===== src/hw/rtl/cbor_token_encoder_core_defines.svh =====
// assertion macros shared by the cbor token encoder rtl
// expects signals named clock and reset in the scope of use
`ifndef CBOR_TOKEN_ENCODER_CORE_DEFINES_SVH
`define CBOR_TOKEN_ENCODER_CORE_DEFINES_SVH

// checked on every edge outside reset
`define CTE_ASSERT(lbl, prop, msg) \
   lbl: assert property (@(posedge clock) disable iff (reset) prop) else $error(msg);

// checked on every edge, reset included
`define CTE_ASSERT_ALWAYS(lbl, prop, msg) \
   lbl: assert property (@(posedge clock) prop) else $error(msg);

`endif


===== src/hw/rtl/cte_pkg.sv =====
// shared types and constants for the cbor token encoder
// no dependencies
package cte_pkg;

   localparam int PosBits      = 32;
   localparam int WideBits     = ((PosBits > 32) ? PosBits : 32) + 1;
   localparam int QueueDepth   = 4;
   localparam int QueuePtrBits = $clog2(QueueDepth);
   localparam int QueueCntBits = $clog2(QueueDepth + 1);
   localparam int CsrIndexBits = 1;

   typedef enum logic [4:0] {
      ACT_FALSE    = 5'd0,
      ACT_TRUE     = 5'd1,
      ACT_NULL     = 5'd2,
      ACT_UNDEF    = 5'd3,
      ACT_UINT     = 5'd4,
      ACT_NEGINT   = 5'd5,
      ACT_BYTES    = 5'd6,
      ACT_TEXT     = 5'd7,
      ACT_CHBYTES  = 5'd8,
      ACT_CHTEXT   = 5'd9,
      ACT_ARRAY    = 5'd10,
      ACT_MAP      = 5'd11,
      ACT_TAG      = 5'd12,
      ACT_SIMPLE   = 5'd13,
      ACT_DOUBLE   = 5'd14,
      ACT_INVALID  = 5'd15,
      ACT_BREAK    = 5'd16,
      ACT_PAYLOAD  = 5'd17,
      ACT_BEGIN    = 5'd18,
      ACT_FINISH   = 5'd19
   } action_type;

   localparam logic [CsrIndexBits-1:0] CSR_BUFFER_SIZE  = 1'd0;
   localparam logic [CsrIndexBits-1:0] CSR_START_OFFSET = 1'd1;

   typedef struct packed {
      logic [4:0]  action;
      logic [63:0] value;
      logic        indefinite;
      logic [7:0]  data_byte;
   } req_payload_type;

   typedef struct packed {
      logic [7:0]  out_byte;
      logic        is_report;
      logic [31:0] encoded_length;
      logic        failed;
      logic        last;
   } rsp_payload_type;

   // one queued job: a head byte followed by count-1 bytes taken from the top of tail
   typedef struct packed {
      logic [7:0]       head_byte;
      logic [7:0][7:0]  tail;
      logic [3:0]       count;
      logic             is_report;
      logic [31:0]      encoded_length;
      logic             failed;
   } cmd_type;

endpackage


===== src/hw/rtl/cte_front.sv =====
// front end: token decode, buffer room check, write position and error state
// depends on cte_pkg and cbor_token_encoder_core_defines.svh
`include "cbor_token_encoder_core_defines.svh"

module cte_front (
   input  logic                          clock,
   input  logic                          reset,
   input  logic                          req_valid,
   input  cte_pkg::req_payload_type      req_payload,
   input  logic                          q_full,
   output logic                          push,
   output cte_pkg::cmd_type              push_cmd,
   input  logic                          csr_we,
   input  logic [cte_pkg::CsrIndexBits-1:0] csr_index,
   input  logic [31:0]                   csr_wdata
);
   import cte_pkg::*;

   typedef enum logic [2:0] {
      K_NONE, K_ONE, K_HEAD, K_DBL, K_REP, K_BEGIN, K_INV
   } kind_type;

   localparam logic [2:0] MAJ_UINT   = 3'd0;
   localparam logic [2:0] MAJ_NEGINT = 3'd1;
   localparam logic [2:0] MAJ_BYTES  = 3'd2;
   localparam logic [2:0] MAJ_TEXT   = 3'd3;
   localparam logic [2:0] MAJ_ARRAY  = 3'd4;
   localparam logic [2:0] MAJ_MAP    = 3'd5;
   localparam logic [2:0] MAJ_TAG    = 3'd6;
   localparam logic [2:0] MAJ_SIMPLE = 3'd7;

   localparam logic [4:0] AI_U8  = 5'd24;
   localparam logic [4:0] AI_U16 = 5'd25;
   localparam logic [4:0] AI_U32 = 5'd26;
   localparam logic [4:0] AI_U64 = 5'd27;

   localparam logic [7:0] BYTE_FALSE   = 8'hF4;
   localparam logic [7:0] BYTE_TRUE    = 8'hF5;
   localparam logic [7:0] BYTE_NULL    = 8'hF6;
   localparam logic [7:0] BYTE_UNDEF   = 8'hF7;
   localparam logic [7:0] BYTE_CHBYTES = 8'h5F;
   localparam logic [7:0] BYTE_CHTEXT  = 8'h7F;
   localparam logic [7:0] BYTE_IARRAY  = 8'h9F;
   localparam logic [7:0] BYTE_IMAP    = 8'hBF;
   localparam logic [7:0] BYTE_DOUBLE  = 8'hFB;
   localparam logic [7:0] BYTE_BREAK   = 8'hFF;

   logic [PosBits-1:0]  wp_ff, wp_in;
   logic                err_ff, err_in;
   logic [31:0]         bsize_ff, bsize_in;
   logic [31:0]         soff_ff, soff_in;

   kind_type            kind;
   logic [7:0]          one_byte;
   logic [2:0]          major;
   logic [63:0]         hv;
   logic [7:0]          hb;
   logic [7:0][7:0]     tail;
   logic [3:0]          n;
   logic [WideBits-1:0] need;
   logic                fits;
   logic                accept;
   logic [31:0]         rep_len;

   assign accept = req_valid && !q_full;

   // decode the token into a kind, a major type and the head argument
   always_comb begin
      kind     = K_NONE;
      one_byte = BYTE_BREAK;
      major    = MAJ_UINT;
      hv       = req_payload.value;
      unique case (action_type'(req_payload.action))
         ACT_FALSE:   begin kind = K_ONE; one_byte = BYTE_FALSE; end
         ACT_TRUE:    begin kind = K_ONE; one_byte = BYTE_TRUE; end
         ACT_NULL:    begin kind = K_ONE; one_byte = BYTE_NULL; end
         ACT_UNDEF:   begin kind = K_ONE; one_byte = BYTE_UNDEF; end
         ACT_UINT:    begin kind = K_HEAD; major = MAJ_UINT; end
         ACT_NEGINT:  begin
            kind  = K_HEAD;
            major = MAJ_NEGINT;
            hv    = ~req_payload.value;
         end
         ACT_BYTES:   begin kind = K_HEAD; major = MAJ_BYTES; end
         ACT_TEXT:    begin kind = K_HEAD; major = MAJ_TEXT; end
         ACT_CHBYTES: begin kind = K_ONE; one_byte = BYTE_CHBYTES; end
         ACT_CHTEXT:  begin kind = K_ONE; one_byte = BYTE_CHTEXT; end
         ACT_ARRAY:   begin
            if (req_payload.indefinite) begin
               kind     = K_ONE;
               one_byte = BYTE_IARRAY;
            end else begin
               kind  = K_HEAD;
               major = MAJ_ARRAY;
            end
         end
         ACT_MAP:     begin
            if (req_payload.indefinite) begin
               kind     = K_ONE;
               one_byte = BYTE_IMAP;
            end else begin
               // map heads carry the pair count
               kind  = K_HEAD;
               major = MAJ_MAP;
               hv    = {1'b0, req_payload.value[63:1]};
            end
         end
         ACT_TAG:     begin kind = K_HEAD; major = MAJ_TAG; end
         ACT_SIMPLE:  begin kind = K_HEAD; major = MAJ_SIMPLE; end
         ACT_DOUBLE:  kind = K_DBL;
         ACT_BREAK:   begin kind = K_ONE; one_byte = BYTE_BREAK; end
         ACT_PAYLOAD: begin kind = K_ONE; one_byte = req_payload.data_byte; end
         ACT_BEGIN:   kind = K_BEGIN;
         ACT_FINISH:  kind = K_REP;
         default:     kind = K_INV;
      endcase
   end

   // shortest head form, argument bytes left aligned in tail
   always_comb begin
      hb   = one_byte;
      tail = '0;
      n    = 4'd1;
      unique case (kind)
         K_HEAD: begin
            priority if (hv < 64'd24) begin
               hb = {major, hv[4:0]};
            end else if (hv < 64'd256) begin
               hb = {major, AI_U8};
               n  = 4'd2;
               tail = hv << 56;
            end else if (hv < 64'd65536) begin
               hb = {major, AI_U16};
               n  = 4'd3;
               tail = hv << 48;
            end else if (hv < 64'h1_0000_0000) begin
               hb = {major, AI_U32};
               n  = 4'd5;
               tail = hv << 32;
            end else begin
               hb = {major, AI_U64};
               n  = 4'd9;
               tail = hv;
            end
         end
         K_DBL: begin
            hb   = BYTE_DOUBLE;
            n    = 4'd9;
            tail = req_payload.value;
         end
         K_REP: hb = 8'h00;
         K_NONE, K_ONE, K_BEGIN, K_INV: hb = one_byte;
      endcase
   end

   assign need    = WideBits'(wp_ff) + WideBits'(n);
   assign fits    = need < WideBits'(bsize_ff);
   assign rep_len = err_ff ? 32'd0
                           : 32'(WideBits'(wp_ff) - WideBits'(soff_ff));

   always_comb begin
      wp_in    = wp_ff;
      err_in   = err_ff;
      bsize_in = bsize_ff;
      soff_in  = soff_ff;
      push     = 1'b0;
      push_cmd.head_byte      = hb;
      push_cmd.tail           = tail;
      push_cmd.count          = n;
      push_cmd.is_report      = 1'b0;
      push_cmd.encoded_length = 32'd0;
      push_cmd.failed         = 1'b0;
      if (csr_we) begin
         unique case (csr_index)
            CSR_BUFFER_SIZE:  bsize_in = csr_wdata;
            CSR_START_OFFSET: soff_in  = csr_wdata;
         endcase
      end
      if (accept) begin
         unique case (kind)
            K_BEGIN: begin
               wp_in  = PosBits'(soff_ff);
               err_in = 1'b0;
            end
            K_INV: err_in = 1'b1;
            K_REP: begin
               push = 1'b1;
               push_cmd.is_report      = 1'b1;
               push_cmd.encoded_length = rep_len;
               push_cmd.failed         = err_ff;
            end
            K_ONE, K_HEAD, K_DBL: begin
               // the whole token must leave one byte free
               if (!err_ff) begin
                  if (fits) begin
                     push  = 1'b1;
                     wp_in = PosBits'(need);
                  end else begin
                     err_in = 1'b1;
                  end
               end
            end
            K_NONE: err_in = err_ff;
         endcase
      end
   end

   always_ff @(posedge clock) begin
      if (reset) begin
         wp_ff    <= '0;
         err_ff   <= 1'b0;
         bsize_ff <= 32'd256;
         soff_ff  <= 32'd0;
      end else begin
         wp_ff    <= wp_in;
         err_ff   <= err_in;
         bsize_ff <= bsize_in;
         soff_ff  <= soff_in;
      end
   end

   `CTE_ASSERT(a_no_err_push, (push && !push_cmd.is_report) |-> !err_ff, "push in error")
   `CTE_ASSERT(a_begin_clears, (accept && (kind == K_BEGIN)) |=> !err_ff, "begin kept error")

endmodule


===== src/hw/rtl/cte_queue.sv =====
// small job queue between the front end and the byte serializer
// depends on cte_pkg and cbor_token_encoder_core_defines.svh
`include "cbor_token_encoder_core_defines.svh"

module cte_queue (
   input  logic             clock,
   input  logic             reset,
   input  logic             push,
   input  cte_pkg::cmd_type push_cmd,
   input  logic             pop,
   output logic             full,
   output logic             head_valid,
   output cte_pkg::cmd_type head_cmd
);
   import cte_pkg::*;

   cmd_type                  mem_ff [QueueDepth];
   logic [QueuePtrBits-1:0]  wr_ptr_ff, wr_ptr_in;
   logic [QueuePtrBits-1:0]  rd_ptr_ff, rd_ptr_in;
   logic [QueueCntBits-1:0]  count_ff, count_in;

   assign full       = count_ff == QueueCntBits'(QueueDepth);
   assign head_valid = count_ff != '0;
   assign head_cmd   = mem_ff[rd_ptr_ff];

   always_comb begin
      wr_ptr_in = push ? QueuePtrBits'(wr_ptr_ff + 1'b1) : wr_ptr_ff;
      rd_ptr_in = pop  ? QueuePtrBits'(rd_ptr_ff + 1'b1) : rd_ptr_ff;
      count_in  = count_ff;
      if (push && !pop) begin
         count_in = count_ff + 1'b1;
      end else if (pop && !push) begin
         count_in = count_ff - 1'b1;
      end
   end

   always_ff @(posedge clock) begin
      if (push) begin
         mem_ff[wr_ptr_ff] <= push_cmd;
      end
   end

   always_ff @(posedge clock) begin
      if (reset) begin
         wr_ptr_ff <= '0;
         rd_ptr_ff <= '0;
         count_ff  <= '0;
      end else begin
         wr_ptr_ff <= wr_ptr_in;
         rd_ptr_ff <= rd_ptr_in;
         count_ff  <= count_in;
      end
   end

   `CTE_ASSERT(a_no_overflow, push |-> (!full || pop), "push into a full queue")
   `CTE_ASSERT(a_no_underflow, pop |-> head_valid, "pop from an empty queue")

endmodule


===== src/hw/rtl/cte_back.sv =====
// back end: serializes one queued job into result bytes, one per cycle unless rsp_stall holds
// depends on cte_pkg and cbor_token_encoder_core_defines.svh
`include "cbor_token_encoder_core_defines.svh"

module cte_back (
   input  logic                     clock,
   input  logic                     reset,
   input  logic                     head_valid,
   input  cte_pkg::cmd_type         head_cmd,
   output logic                     pop,
   output logic                     rsp_valid,
   input  logic                     rsp_stall,
   output cte_pkg::rsp_payload_type rsp_payload
);
   import cte_pkg::*;

   logic [3:0]       idx_ff, idx_in;
   logic             rsp_valid_ff, rsp_valid_in;
   rsp_payload_type  rsp_payload_ff, rsp_payload_in;
   logic             fire;
   logic             is_last;
   logic [2:0]       sel;
   logic [7:0]       cur_byte;

   assign fire    = head_valid && (!rsp_valid_ff || !rsp_stall);
   assign is_last = idx_ff == (head_cmd.count - 4'd1);
   // argument bytes come from the top of tail downward
   assign sel      = 3'd7 - 3'(idx_ff - 4'd1);
   assign cur_byte = (idx_ff == 4'd0) ? head_cmd.head_byte : head_cmd.tail[sel];
   assign pop      = fire && is_last;

   always_comb begin
      idx_in         = idx_ff;
      rsp_valid_in   = rsp_valid_ff && rsp_stall;
      rsp_payload_in = rsp_payload_ff;
      if (fire) begin
         idx_in       = is_last ? 4'd0 : idx_ff + 4'd1;
         rsp_valid_in = 1'b1;
         rsp_payload_in.out_byte       = cur_byte;
         rsp_payload_in.is_report      = head_cmd.is_report;
         rsp_payload_in.encoded_length = head_cmd.encoded_length;
         rsp_payload_in.failed         = head_cmd.failed;
         rsp_payload_in.last           = is_last;
      end
   end

   always_ff @(posedge clock) begin
      rsp_payload_ff <= rsp_payload_in;
      if (reset) begin
         idx_ff       <= 4'd0;
         rsp_valid_ff <= 1'b0;
      end else begin
         idx_ff       <= idx_in;
         rsp_valid_ff <= rsp_valid_in;
      end
   end

   assign rsp_valid   = rsp_valid_ff;
   assign rsp_payload = rsp_payload_ff;

   `CTE_ASSERT(a_report_is_last, (rsp_valid_ff && rsp_payload_ff.is_report) |-> rsp_payload_ff.last, "report not marked last")
   `CTE_ASSERT(a_index_in_range, head_valid |-> (idx_ff < head_cmd.count), "byte index past job length")

endmodule


===== src/hw/rtl/cbor_token_encoder_core.sv =====
// cbor token encoder: a request is accepted in any cycle the job queue has room
// and one result byte leaves per cycle unless rsp_stall holds; a request passes the job queue
// and the output register before its first result is valid; head and double tokens go out a byte at a time, up to nine
// reset (synchronous) clears position, error, queue and output; buffer size 256
// depends on cte_pkg, cte_front, cte_queue, cte_back
module cbor_token_encoder_core (
   input  logic                               clock,
   input  logic                               reset,
   input  logic                               req_valid,
   output logic                               req_stall,
   input  cte_pkg::req_payload_type           req_payload,
   output logic                               rsp_valid,
   input  logic                               rsp_stall,
   output cte_pkg::rsp_payload_type           rsp_payload,
   input  logic                               csr_we,
   input  logic [cte_pkg::CsrIndexBits-1:0]   csr_index,
   input  logic [31:0]                        csr_wdata
);
   import cte_pkg::*;

   logic    q_full;
   logic    push;
   logic    pop;
   logic    head_valid;
   cmd_type push_cmd;
   cmd_type head_cmd;

   assign req_stall = q_full;

   cte_front u_front (
      .clock       (clock),
      .reset       (reset),
      .req_valid   (req_valid),
      .req_payload (req_payload),
      .q_full      (q_full),
      .push        (push),
      .push_cmd    (push_cmd),
      .csr_we      (csr_we),
      .csr_index   (csr_index),
      .csr_wdata   (csr_wdata)
   );

   cte_queue u_queue (
      .clock      (clock),
      .reset      (reset),
      .push       (push),
      .push_cmd   (push_cmd),
      .pop        (pop),
      .full       (q_full),
      .head_valid (head_valid),
      .head_cmd   (head_cmd)
   );

   cte_back u_back (
      .clock       (clock),
      .reset       (reset),
      .head_valid  (head_valid),
      .head_cmd    (head_cmd),
      .pop         (pop),
      .rsp_valid   (rsp_valid),
      .rsp_stall   (rsp_stall),
      .rsp_payload (rsp_payload)
   );

endmodule


===== config.mk =====
export PLATFORM = sky130hd
export DESIGN_NAME = cbor_token_encoder_core
export DESIGN_NICKNAME = d
export VERILOG_FILES = /design/src/hw/rtl/cte_pkg.sv /design/src/hw/rtl/cte_front.sv /design/src/hw/rtl/cte_queue.sv /design/src/hw/rtl/cte_back.sv /design/src/hw/rtl/cbor_token_encoder_core.sv
export VERILOG_INCLUDE_DIRS = /design/src /design/src/hw/rtl
export SDC_FILE = /design/constraint.sdc
export NUM_CORES = 1
export LEC_CHECK = 0
export BUFFER_PORTS_ARGS = -buffer_cell sky130_fd_sc_hd__buf_2
export CAP_MARGIN = 5
export CELL_PAD_IN_SITES_DETAIL_PLACEMENT = 0
export CELL_PAD_IN_SITES_GLOBAL_PLACEMENT = 1
export CORE_ASPECT_RATIO = 1.2
export CORE_MARGIN = 2
export CORE_UTILIZATION = 30
export DETAILED_ROUTE_END_ITERATION = 10
export PLACE_DENSITY_LB_ADDON = 0.1
export SYNTH_ARGS = -nofsm -noshare
export SYNTH_HDL_FRONTEND = slang
export SYNTH_SLANG_ARGS = --single-unit

===== constraint.sdc =====
create_clock -name clock -period 12.35 [get_ports clock]
set_input_delay 1.8525 -clock clock [delete_from_list [all_inputs] [get_ports clock]]
set_output_delay 1.8525 -clock clock [all_outputs]
set_load 0.01 [all_outputs]

==> results.cfg <==
[run_status]
status = complete, no violations

[sta]
setup_violations = 0
slew_headroom_pct = 22.1
worst_clock_skew_ns = 0.0318
fin_setup_tns_ns = 0
period_needed_ns = 10.55
worstMarginPinSlew_ns = 1.17
setup_ws_ns = 1.80
hold_viol = 0
drv_slew = 0
post-route-period-util_pct = 85.4
max_freq_mhz = 94.8
grt_setup_unrepaired = false

[layout]
drive_above_1_share_pct = 18.9
final_common_cell = edfxtp_1
num-fill-cells = 9445
syn2layout_area_growth_pct = 15.3
fin_nets = 2634
n_antenna_cell = 0
layout_common_cells = edfxtp_1 (483), nand2_1 (270), a21oi_1 (190)
final_area_um2 = 33400

[detailed_routing]
ant_nets = 0
dr.pass1.iters = 6
drc = 0
finalWirelength_um = 94500
vias = 19600
wl_per_cell_um = 25.2
initialDrtViolationCount = 1533
routed_via_density = 5.23

[power_and_ir_drop]
power_density_nw_per_um2 = 160
p_leak_nw = 11.2
pwr-share-comb_pct = 18.4
p_switching_w = 0.00148
peakVddDrop_v = 0.000100
p_sw_share_pct = 27.8
p_total_w = 0.00533
intPower_w = 0.00385
power_frac_seq_pct = 44.0
clockPowerShare_pct = 37.6

[yosys]
ys_seq_area_share_pct = 57.8
syn_inst = 2313
yosys.area.top_type_share_pct = 50.1
synth_area_um2 = 28900
ys_top_cells_by_area = edfxtp_1 (50%), mux4_2 (9.8%), dfxtp_1 (7.7%)
synth_top_flop_cell = edfxtp_1
syn-num-nets = 2506
synth_seq_cells = 594
netlist-cell-type-count = 90
synth-edff-count = 483
ys_warn_count = 0
synth.avg_cell_area_um2 = 12.5
synth_top_area_cell = edfxtp_1
async_flop_share_pct = 0

[global_route]
grt_use_total_pct = 19.0
overflow = 0
grt_first_pass_wirelength_um = 138000
antenna_found_initial = 1
grt_pass1_vias = 20100
grt_max_degree = 77

[clocking]
root_buffer = clkbuf_16
insertion_delay_ns = 0.65
cts_resized = 0
numCtsBuffers = 61
cts_sinks = 594
cts_tree = built
clk_pin_slew_worst_paths_ns = 0.06
cts_setup_buffers = 0
clk_path_buf_depth = 3
hold_buffers = 0
htree_levels = 2

[critical_path]
r2r_end = u_queue.mem_ff[0][84]$_DFFE_PP_
crit_arrival_ns = 10.89
path_buf_inv = 6
end_kind = register
regToRegSetupSlack_ns = 5.95
cp-endpoint = u_queue.mem_ff[0][84]$_DFFE_PP_
crit_slowest_cell = and2_4
max_stage_delay_ns = 0.76
required_ns = 12.69
crit_path_frequent_cell = buf_4
startpoint = req_payload[75]
worstPathMaxFanout = 44
worstRegToRegCells = 19
cp.depth = 31
startpoint_type = primary input
cp_top_family = simple AND/OR/NAND/NOR gates
worstReg2RegStart = u_front.wp_ff[1]$_SDFFE_PP0P_
critPathKind = in -> reg

[floorplan]
io_pins = 161
core_um2 = 95400
rows = 124
start_util_pct = 30.3
die_area_um2 = 99000
die_h_um = 344
die_width_um = 288

[run]
cap_violations = 0

[hold_path]
hp-class = reg -> reg

[placement]
gp_congestion = 0.875
placed_cell_area_um2 = 31200
port_buffers = 160
dp_slack_ns = 1.11
hpwl_um = 67500
[registers in the layout, indices dropped and copies added (netlist names), named ones only]
register / count
u_queue.mem_ff: 440
u_back.rsp_payload: 43
u_front.bsize_ff: 32
u_front.soff_ff: 32
u_front.wp_ff: 32
u_back.idx_ff: 4
u_queue.count_ff: 3
u_queue.rd_ptr_ff: 2
u_queue.wr_ptr_ff: 2
u_back.rsp_valid: 1
u_front.err_ff: 1
[through the flow]
step	utilization (%)	cells	hold WS, ns
after floorplan	-	2313	0.436
after global placement	32.7	3638	0.447
after detailed placement	32.7	3638	0.449
after CTS	35.0	3751	0.458
after global routing	35.0	3751	0.468
final	35.0	3751	0.454
[routing by layer]
metal  track usage (%)  vias to the layer above  wire length, um
met5                 0                        -                0
met4              5.12                        0             2430
met3              2.31                      119             3540
met2              33.8                      464            48200
met1              24.2                     9938            40300
li1                  -                     9086                -
[worst reg2reg max path, stage by stage, from the launching register on]
cell	delay [ns]
dfxtp_1	0.51
inv_1	0.11
fa_1	0.45
nor2b_1	0.13
o21ai_1	0.24
a211oi_2	0.30
buf_4	0.18
and3_1	0.27
and3_1	0.22
xor2_1	0.17
ha_1	0.27
a211o_1	0.30
a2111oi_0	0.34
o21ai_0	0.17
a21oi_1	0.22
nor2_1	0.06
a41oi_1	0.56
a41o_1	0.45
and2_4	0.76
buf_12	0.35
[cell usage after synthesis, types with 31 or more instances]
cell / count
xnor2_1: 38
a221oi_1: 31
edfxtp_1: 483
a21oi_1: 191
o21ai_0: 72
ha_1: 74
dfxtp_1: 111
clkbuf_1: 85
nand2_1: 270
mux4_2: 126
inv_1: 101
nor2_1: 175
[kinds of logic (layout without fill, tap and decap cells)]
| kind of cell | after synthesis | count (layout) | synth area share, % |
|---|---|---|---|
| AND/OR/NAND/NOR | 652 | 652 | 10.3 |
| flip-flops | 594 | 594 | 57.8 |
| buffers and inverters | 240 | 418 | 3.39 |
| adder cells (fa/ha/maj) | 77 | 77 | 3.41 |
| XOR/XNOR | 63 | 63 | 1.91 |
| multiplexers | 165 | 165 | 11.2 |
| AO/OA/AOI/OAI | 522 | 522 | 12.1 |
[how the worst min path moves through the flow]
| stage | endpoint | start | depth (start not counted) | slack, ns |
|---|---|---|---|---|
| final | u_front.bsize_ff[13]$_SDFFE_PP0P_ | u_front.bsize_ff[13]$_SDFFE_PP0P_ | 2 | 0.45 |
| after global routing | u_front.bsize_ff[11]$_SDFFE_PP0P_ | u_front.bsize_ff[11]$_SDFFE_PP0P_ | 2 | 0.47 |
| after CTS | u_front.bsize_ff[1]$_SDFFE_PP0P_ | u_front.bsize_ff[1]$_SDFFE_PP0P_ | 2 | 0.46 |
| after detailed placement | u_front.bsize_ff[11]$_SDFFE_PP0P_ | u_front.bsize_ff[11]$_SDFFE_PP0P_ | 2 | 0.45 |
| after global placement | u_front.bsize_ff[10]$_SDFFE_PP0P_ | u_front.bsize_ff[10]$_SDFFE_PP0P_ | 2 | 0.45 |
| after floorplan | u_front.bsize_ff[10]$_SDFFE_PP0P_ | u_front.bsize_ff[10]$_SDFFE_PP0P_ | 2 | 0.44 |
[power by group through the flow]
stage / sequential [W] / clock, W / combinational [W]
after floorplan: 0.00239 / 0 / 0.000581
after global placement: 0.00238 / 0 / 0.00101
after detailed placement: 0.00239 / 0 / 0.00101
after CTS: 0.00235 / 0.00206 / 0.00101
after global routing: 0.00235 / 0.00213 / 0.00107
final: 0.00234 / 0.00200 / 0.000983
[final cells by class]
cell class                      instances  area (um^2)  share of cell area [%]
Timing Repair Buffer                  203         1230                    3.67
Clock inverter                         48          618                    1.85
Inverter                              102          383                    1.15
Sequential cell                       594        16700                    50.1
Clock buffer                           65         1560                    4.68
Multi-Input combinational cell       1479        11300                    33.8
Tap cell                             1260         1580                    4.72
No activity file was read; power rests on OpenSTA's default activity.
